<file path="src/hdl/stpc_pkg.sv">
// ----------------------------------------------------------------------------
// stpc_pkg
// Character code table and shared constants for the symbol to penta cipher.
// ----------------------------------------------------------------------------
package stpc_pkg;

   localparam int unsigned CHAR_W   = 16;
   localparam int unsigned VALUE_W  = 35;
   localparam int unsigned LEN_W    = 6;
   localparam int unsigned CIPHER_W = 32;
   localparam int unsigned LOW_W    = 30;

   localparam logic [LEN_W-1:0]    MAX_BITS     = 6'd35;
   localparam logic [LEN_W-1:0]    SHORT_BITS   = 6'd30;
   localparam logic [LEN_W-1:0]    NARROW_LEN   = 6'd5;
   localparam logic [LEN_W-1:0]    WIDE_LEN     = 6'd10;
   localparam logic [9:0]          WIDE_BASE    = 10'h3C0;
   localparam logic [4:0]          CODE_DOT     = 5'd27;
   localparam logic [4:0]          CODE_SLASH   = 5'd28;
   localparam logic [4:0]          CODE_DOLLAR  = 5'd29;
   localparam logic [1:0]          TAG_SHORT    = 2'b01;
   localparam logic [1:0]          TAG_SLASH    = 2'b10;
   localparam logic [1:0]          TAG_DOLLAR   = 2'b11;
   localparam logic [CIPHER_W-1:0] CIPHER_NONE  = 32'h0000_0000;

   typedef struct packed {
      logic       ok;
      logic       wide;
      logic [9:0] code;
   } char_code_type;

   function automatic char_code_type char_code(input logic [CHAR_W-1:0] ch);
      char_code_type r;
      logic [6:0]    c;
      logic [6:0]    off;
      logic [6:0]    rank;
      c    = ch[6:0];
      off  = 7'h00;
      r.ok   = 1'b1;
      r.wide = 1'b0;
      r.code = 10'd0;
      if (ch[CHAR_W-1:7] != '0) begin
         r.ok = 1'b0;
      end else if (c >= 7'h41 && c <= 7'h5A) begin
         r.code = {3'b000, c - 7'h40};
      end else if (c == 7'h2E) begin
         r.code = {5'b00000, CODE_DOT};
      end else if (c == 7'h2F) begin
         r.code = {5'b00000, CODE_SLASH};
      end else if (c == 7'h24) begin
         r.code = {5'b00000, CODE_DOLLAR};
      end else if (c < 7'h20 || c == 7'h7F || c == 7'h27 || c == 7'h60) begin
         r.ok = 1'b0;
      end else begin
         if (c <= 7'h23) begin
            off = 7'h20;
         end else if (c <= 7'h26) begin
            off = 7'h21;
         end else if (c <= 7'h2D) begin
            off = 7'h22;
         end else if (c <= 7'h40) begin
            off = 7'h24;
         end else if (c <= 7'h5F) begin
            off = 7'h3E;
         end else begin
            off = 7'h3F;
         end
         rank   = c - off;
         r.wide = 1'b1;
         r.code = WIDE_BASE + {4'b0000, rank[5:0]};
      end
      return r;
   endfunction

endpackage

</file>
<file path="src/hdl/symbol_to_penta_cipher_top.sv">
// ----------------------------------------------------------------------------
// symbol_to_penta_cipher_top
// Packs a ticker symbol, one character per transaction, into a 32-bit cipher.
//
//   channel | direction | handshake               | payload
//   req_    | in        | req_valid / req_stall   | character, no_character, last
//   rsp_    | out       | rsp_valid / rsp_stall   | cipher, encodable
//
// One character per cycle unless req_stall holds it; a last transaction passes
// the input register, then the result register, before its result leaves.
// The accumulator update is the single stage between the two registers.
// Reset (synchronous) clears both valid flags and the accumulator state.
// A stalled result holds; non-last characters keep flowing past it, a last
// one waits in the input register until the result register frees.
// ----------------------------------------------------------------------------
module symbol_to_penta_cipher_top
   import stpc_pkg::*;
(
   input  logic                clock,
   input  logic                reset,
   input  logic                req_valid,
   output logic                req_stall,
   input  logic [CHAR_W-1:0]   req_character,
   input  logic                req_no_character,
   input  logic                req_last,
   output logic                rsp_valid,
   input  logic                rsp_stall,
   output logic [CIPHER_W-1:0] rsp_cipher,
   output logic                rsp_encodable
);

   logic                s1_valid_ff, s1_valid_in;
   logic [CHAR_W-1:0]   s1_char_ff;
   logic                s1_none_ff;
   logic                s1_last_ff;
   logic [VALUE_W-1:0]  value_ff, value_in;
   logic [LEN_W-1:0]    len_ff, len_in;
   logic                failed_ff, failed_in;
   logic                rsp_valid_ff, rsp_valid_in;
   logic [CIPHER_W-1:0] cipher_ff, cipher_in;
   logic                encodable_ff, encodable_in;

   logic                req_take;
   logic                s1_adv;
   logic                out_free;
   char_code_type       cc;
   logic [LEN_W-1:0]    code_len;
   logic [LEN_W-1:0]    sum_len;
   logic [VALUE_W-1:0]  upd_value;
   logic [LEN_W-1:0]    upd_len;
   logic                upd_failed;

   assign out_free  = !rsp_valid_ff || !rsp_stall;
   assign s1_adv    = s1_valid_ff && (!s1_last_ff || out_free);
   assign req_stall = s1_valid_ff && !s1_adv;
   assign req_take  = req_valid && !req_stall;

   always_comb begin
      cc         = char_code(s1_char_ff);
      code_len   = cc.wide ? WIDE_LEN : NARROW_LEN;
      sum_len    = len_ff + code_len;
      upd_value  = value_ff;
      upd_len    = len_ff;
      upd_failed = failed_ff;
      if (!s1_none_ff && !failed_ff) begin
         if (!cc.ok) begin
            upd_failed = 1'b1;
         end else if (sum_len > MAX_BITS) begin
            upd_failed = 1'b1;
            upd_len    = MAX_BITS;
         end else begin
            upd_value = (cc.wide ? {value_ff[VALUE_W-11:0], 10'd0}
                                 : {value_ff[VALUE_W-6:0], 5'd0})
                        + {{(VALUE_W-10){1'b0}}, cc.code};
            upd_len   = sum_len;
         end
      end

      if (upd_failed) begin
         cipher_in = CIPHER_NONE;
      end else if (upd_len <= SHORT_BITS) begin
         cipher_in = {TAG_SHORT, upd_value[LOW_W-1:0]};
      end else if (upd_value[VALUE_W-1:LOW_W] == CODE_SLASH) begin
         cipher_in = {TAG_SLASH, upd_value[LOW_W-1:0]};
      end else if (upd_value[VALUE_W-1:LOW_W] == CODE_DOLLAR) begin
         cipher_in = {TAG_DOLLAR, upd_value[LOW_W-1:0]};
      end else begin
         cipher_in = CIPHER_NONE;
      end
      encodable_in = (cipher_in != CIPHER_NONE);

      value_in  = value_ff;
      len_in    = len_ff;
      failed_in = failed_ff;
      if (s1_adv) begin
         if (s1_last_ff) begin
            value_in  = '0;
            len_in    = '0;
            failed_in = 1'b0;
         end else begin
            value_in  = upd_value;
            len_in    = upd_len;
            failed_in = upd_failed;
         end
      end

      if (req_take) begin
         s1_valid_in = 1'b1;
      end else if (s1_adv) begin
         s1_valid_in = 1'b0;
      end else begin
         s1_valid_in = s1_valid_ff;
      end

      if (s1_adv && s1_last_ff) begin
         rsp_valid_in = 1'b1;
      end else if (!rsp_stall) begin
         rsp_valid_in = 1'b0;
      end else begin
         rsp_valid_in = rsp_valid_ff;
      end
   end

   always_ff @(posedge clock) begin
      if (reset) begin
         s1_valid_ff  <= 1'b0;
         rsp_valid_ff <= 1'b0;
         value_ff     <= '0;
         len_ff       <= '0;
         failed_ff    <= 1'b0;
      end else begin
         s1_valid_ff  <= s1_valid_in;
         rsp_valid_ff <= rsp_valid_in;
         value_ff     <= value_in;
         len_ff       <= len_in;
         failed_ff    <= failed_in;
      end
   end

   always_ff @(posedge clock) begin
      if (req_take) begin
         s1_char_ff <= req_character;
         s1_none_ff <= req_no_character;
         s1_last_ff <= req_last;
      end
      if (s1_adv && s1_last_ff) begin
         cipher_ff    <= cipher_in;
         encodable_ff <= encodable_in;
      end
   end

   assign rsp_valid     = rsp_valid_ff;
   assign rsp_cipher    = cipher_ff;
   assign rsp_encodable = encodable_ff;

   a_len_bound: assert property (@(posedge clock) disable iff (reset)
      len_ff <= MAX_BITS)
      else $error("bit length above limit");

   a_clear_after_last: assert property (@(posedge clock) disable iff (reset)
      (s1_adv && s1_last_ff) |=> (len_ff == '0 && !failed_ff && value_ff == '0))
      else $error("state not cleared after last character");

   a_stall_needs_item: assert property (@(posedge clock) disable iff (reset)
      req_stall |-> (s1_valid_ff && s1_last_ff && rsp_valid_ff))
      else $error("input stalled without a blocked last character");

   a_rsp_from_last: assert property (@(posedge clock) disable iff (reset)
      $rose(rsp_valid_ff) |-> $past(s1_adv && s1_last_ff))
      else $error("result raised without a last character");

endmodule
</file>
<file path="config.mk">
export PLATFORM = sky130hd
export DESIGN_NAME = symbol_to_penta_cipher_top
export DESIGN_NICKNAME = d
export VERILOG_FILES = /design/src/hdl/stpc_pkg.sv /design/src/hdl/symbol_to_penta_cipher_top.sv
export SDC_FILE = /design/constraint.sdc
export NUM_CORES = 1
export LEC_CHECK = 0
export ABC_AREA = 1
export BUFFER_PORTS_ARGS = -buffer_cell sky130_fd_sc_hd__clkbuf_2
export CAP_MARGIN = 40
export CORE_MARGIN = 2
export CORE_UTILIZATION = 55
export CTS_BUF_LIST = sky130_fd_sc_hd__clkbuf_8 sky130_fd_sc_hd__clkbuf_16
export DETAILED_ROUTE_END_ITERATION = 7
export PLACE_DENSITY = 0.75
export SYNTH_ARGS = -nofsm -noshare
export SYNTH_HDL_FRONTEND = slang
export SYNTH_SLANG_ARGS = --single-unit
</file>
<file path="constraint.sdc">
create_clock -name clock -period 11.1 [get_ports clock]
set_input_delay 0 -clock clock [delete_from_list [all_inputs] [get_ports clock]]
set_output_delay 0 -clock clock [all_outputs]
set_load 0.01 [all_outputs]
</file>
==> flow_summary.toml <==
[placed_design]
setup_ws_pre_cts_ns = 5.471
cell_count_after_placement = 1069
quantity_of_i_o_buffers_inserted_on_ports = 56
sum_of_net_half_perimeters_after_detailed_placement_um = 11560
gpl.final_weighted_congestion = 0.9571

[detailed_routing]
routed_wirelength_um = 16560
first_pass_iters = 6
drt_iter0_drc = 431
post_drt_via_cell_ratio = 5.379
ant_nets = 0
detailroute.via_count = 5944
routedWlPerCell_um = 14.99
post-route-drc-count = 0

[timing]
unrepaired_setup_endpoints_after_global_routing = "false"
finalMaxSlewViolations = 0
timing.final.crit_share_pct = 51.97
slew_headroom_pct = 47.75
max_freq_ghz = 0.1734
final_hold_viol_count = 0
setup_viol = 0
worstMarginPinSlew_ns = 0.7819
clock-skew-final_ns = 0.005825
post-route-min-period_ns = 5.769
timing.final.ws_setup_ns = 5.331
timing.setup.tns_ns = 0

[critical_path]
path_class = "register to register"
critical_path.startpoint_type = "register"
worstPathRequired_ns = 11.30
critPathArrivalTime_ns = 5.97
critical_path_peak_fanout = 44
reg2reg_to = "rsp_cipher[0]"
reg2reg_from = "s1_char_ff[6]"
slack_of_the_worst_reg_to_reg_path_ns = 5.33
ff2ff_path_depth = 26
timing.critical_path.to_type = "register"

[global_routing]
grt_start_max_net_pins = 45
grt_pass1_vias = 5625
track_usage_pct = 27.52
grt-ovfl-total = 0
wire_length_of_the_first_global_routing_pass_um = 27260
grt_antenna_before_repair = 0

[run]
max_cap_violations = 0

[clocking]
post-cts-setup-buffer-count = 0
clk_pin_slew_worst_paths_ns = 0.06
cts-htree-levels = 3
worstSkewPairLatency_ns = 0.36
ctsHoldBuffers = 20
cts.path.max_buffers = 2
cts_tree = "yes"
tritoncts_num_sinks = 95
ctsRootBufferMaster = "sky130_fd_sc_hd__clkbuf_16"
tritoncts.num_buffers = 9
cts-resized-gates = 0

[floorplan]
top_level_ports = 57
placeableCoreArea_sq_um = 11320
initial_core_util_pct = 55.88
floorplan.die.height_um = 111.2
placement_rows = 39
dieArea_sq_um = 12380
die-width_um = 111.2

[logic_synthesis]
synth-edff-count = 51
total_number_of_yosys_warnings = 0
netlist_instances = 892
synth_flop_cell = "sky130_fd_sc_hd__edfxtp_1"
yosysSeqAreaShare_pct = 38.13
mappedNetlistArea_sq_um = 6326
synth_area_per_cell_sq_um = 7.092
synth_fp_nets = 928
yosysUniqueCellTypes = 43
yosys_register_bits = 95
ys_async_sr_fraction_pct = 0

[finish]
num-nets-final = 993
post_route_cells_drive_above_1_share_pct = 14.55
final_core_utilization_pct = 63.67
mostFrequentLayoutCells = "sky130_fd_sc_hd__nand2_1, sky130_fd_sc_hd__nor2_1, sky130_fd_sc_hd__inv_1"
areaGrowthSynthToFinish_pct = 13.94
final_non_filler_cells = 1105
antenna-diode-count = 0
layout.cells.most_common = "sky130_fd_sc_hd__nand2_1"

[min_path]
min-delay-start = "reset"
worstHoldPathCells = 2
holdPathEnd = "len_ff[3]"
hold_path_class = "input port to register"

[outcome]
outcome = "completed"

[pwr]
leakage_uw = 0.002849
power.density_nw_per_um2 = 105.5
power.ir.vdd_worst_v = 0.0001004
total_power_uw = 760.7
-- stage by stage --
step                cell area, sq um  hold WS (ns)
floorplan                       6326       0.09887
global placement                6668        0.1764
detailed placement              6695        0.1786
CTS                             7208        0.1938
global route                    7208        0.2302
finish                          7208        0.2108
-- state kept, by name, summed over array words and instances (netlist names) --
name / flops
s1_none_ff: 1
rsp_encodable: 1
s1_valid_ff: 1
rsp_valid: 1
failed_ff: 1
s1_char_ff: 16
rsp_cipher: 32
s1_last_ff: 1
value_ff: 35
len_ff: 6
-- cells by family after synthesis --
logic type,share of synthesized area (%)
DFF,38.13
and+or+nand+nor,34.75
AOI/OAI and AO/OA,12.36
adders and majority gates,3.125
xor gates and xnor gates,2.907
buffers and inverters,8.722
-- final cells by class --
cell class | count | area, sq um
Timing Repair Buffer | 83 | 553.0
Multi-Input combinational cell | 665 | 3364
Tap cell | 143 | 178.9
Clock buffer | 12 | 289.0
Fill cell | 1005 | 4113
Inverter | 103 | 386.6
Sequential cell | 95 | 2412
Clock inverter | 4 | 23.77
-- critical path: stages (launching register included) --
cell                       delay (ns)
sky130_fd_sc_hd__edfxtp_1        0.46
sky130_fd_sc_hd__nor2_1          0.25
sky130_fd_sc_hd__nand2_2         0.13
sky130_fd_sc_hd__inv_2           0.08
sky130_fd_sc_hd__nand2_1         0.13
sky130_fd_sc_hd__nand3_1         0.29
sky130_fd_sc_hd__inv_1           0.07
sky130_fd_sc_hd__nand2_1         0.42
sky130_fd_sc_hd__ha_1            0.28
sky130_fd_sc_hd__inv_1           0.06
sky130_fd_sc_hd__fa_1            0.40
sky130_fd_sc_hd__o21ai_0         0.22
sky130_fd_sc_hd__xor2_1          0.22
sky130_fd_sc_hd__nand3_1         0.09
sky130_fd_sc_hd__nand2_1         0.09
sky130_fd_sc_hd__nand2_1         0.31
sky130_fd_sc_hd__inv_2           0.68
sky130_fd_sc_hd__nand2_1         0.09
sky130_fd_sc_hd__o21ai_0         0.10
sky130_fd_sc_hd__inv_1           0.07
sky130_fd_sc_hd__nand3_1         0.06
sky130_fd_sc_hd__nor2_1          0.04
sky130_fd_sc_hd__nor2_1          0.18
sky130_fd_sc_hd__inv_1           0.20
sky130_fd_sc_hd__nand2_4         0.13
sky130_fd_sc_hd__nand2_4         0.31
sky130_fd_sc_hd__nor2_1          0.19
-- power breakdown --
group,internal [uW],switching [uW]
combinational,22.1,38.5
clock,185,136
sequential,375,3.82
-- how the worst max path moves through the flow --
stage | startpoint | endpoint | slack, ns | cells past startpoint
finish | s1_char_ff[6] | rsp_cipher[0] | 5.33 | 26
CTS | s1_char_ff[1] | rsp_cipher[1] | 5.41 | 26
detailed placement | s1_char_ff[6] | rsp_cipher[0] | 5.47 | 25
global placement | s1_char_ff[4] | rsp_cipher[2] | 5.54 | 25
global route | s1_char_ff[1] | rsp_cipher[0] | 4.74 | 26
floorplan | s1_char_ff[2] | rsp_cipher[13] | 6.87 | 29
-- synthesized netlist by cell type (all sizes together), types with 4 or more instances --
cell type,count,share of area [%]
nand2,291,18
nor2,143,12
inv,102,6.1
a21oi,55,4.4
o21ai,55,4.5
edfxtp,51,24
dfxtp,44,14
nand3,38,3.5
clkbuf,17,1.0
xor2,17,2.4
o22ai,13,1.3
buf,12,1.6
ha,11,2.2
nor3,10,0.79
a2bb2oi,7,0.97
nand4,5,0.49
or2,4,0.40
xnor2,4,0.55
-- metal layers --
metal,global-route usage (%),up-vias,share of wire (%)
met5,0,-,0
met2,45.37,238,48
met3,5.358,27,6.5
li1,-,2994,-
met4,9.959,0,2.2
met1,36.11,2685,44
No activity file was read; power rests on OpenSTA's default activity.
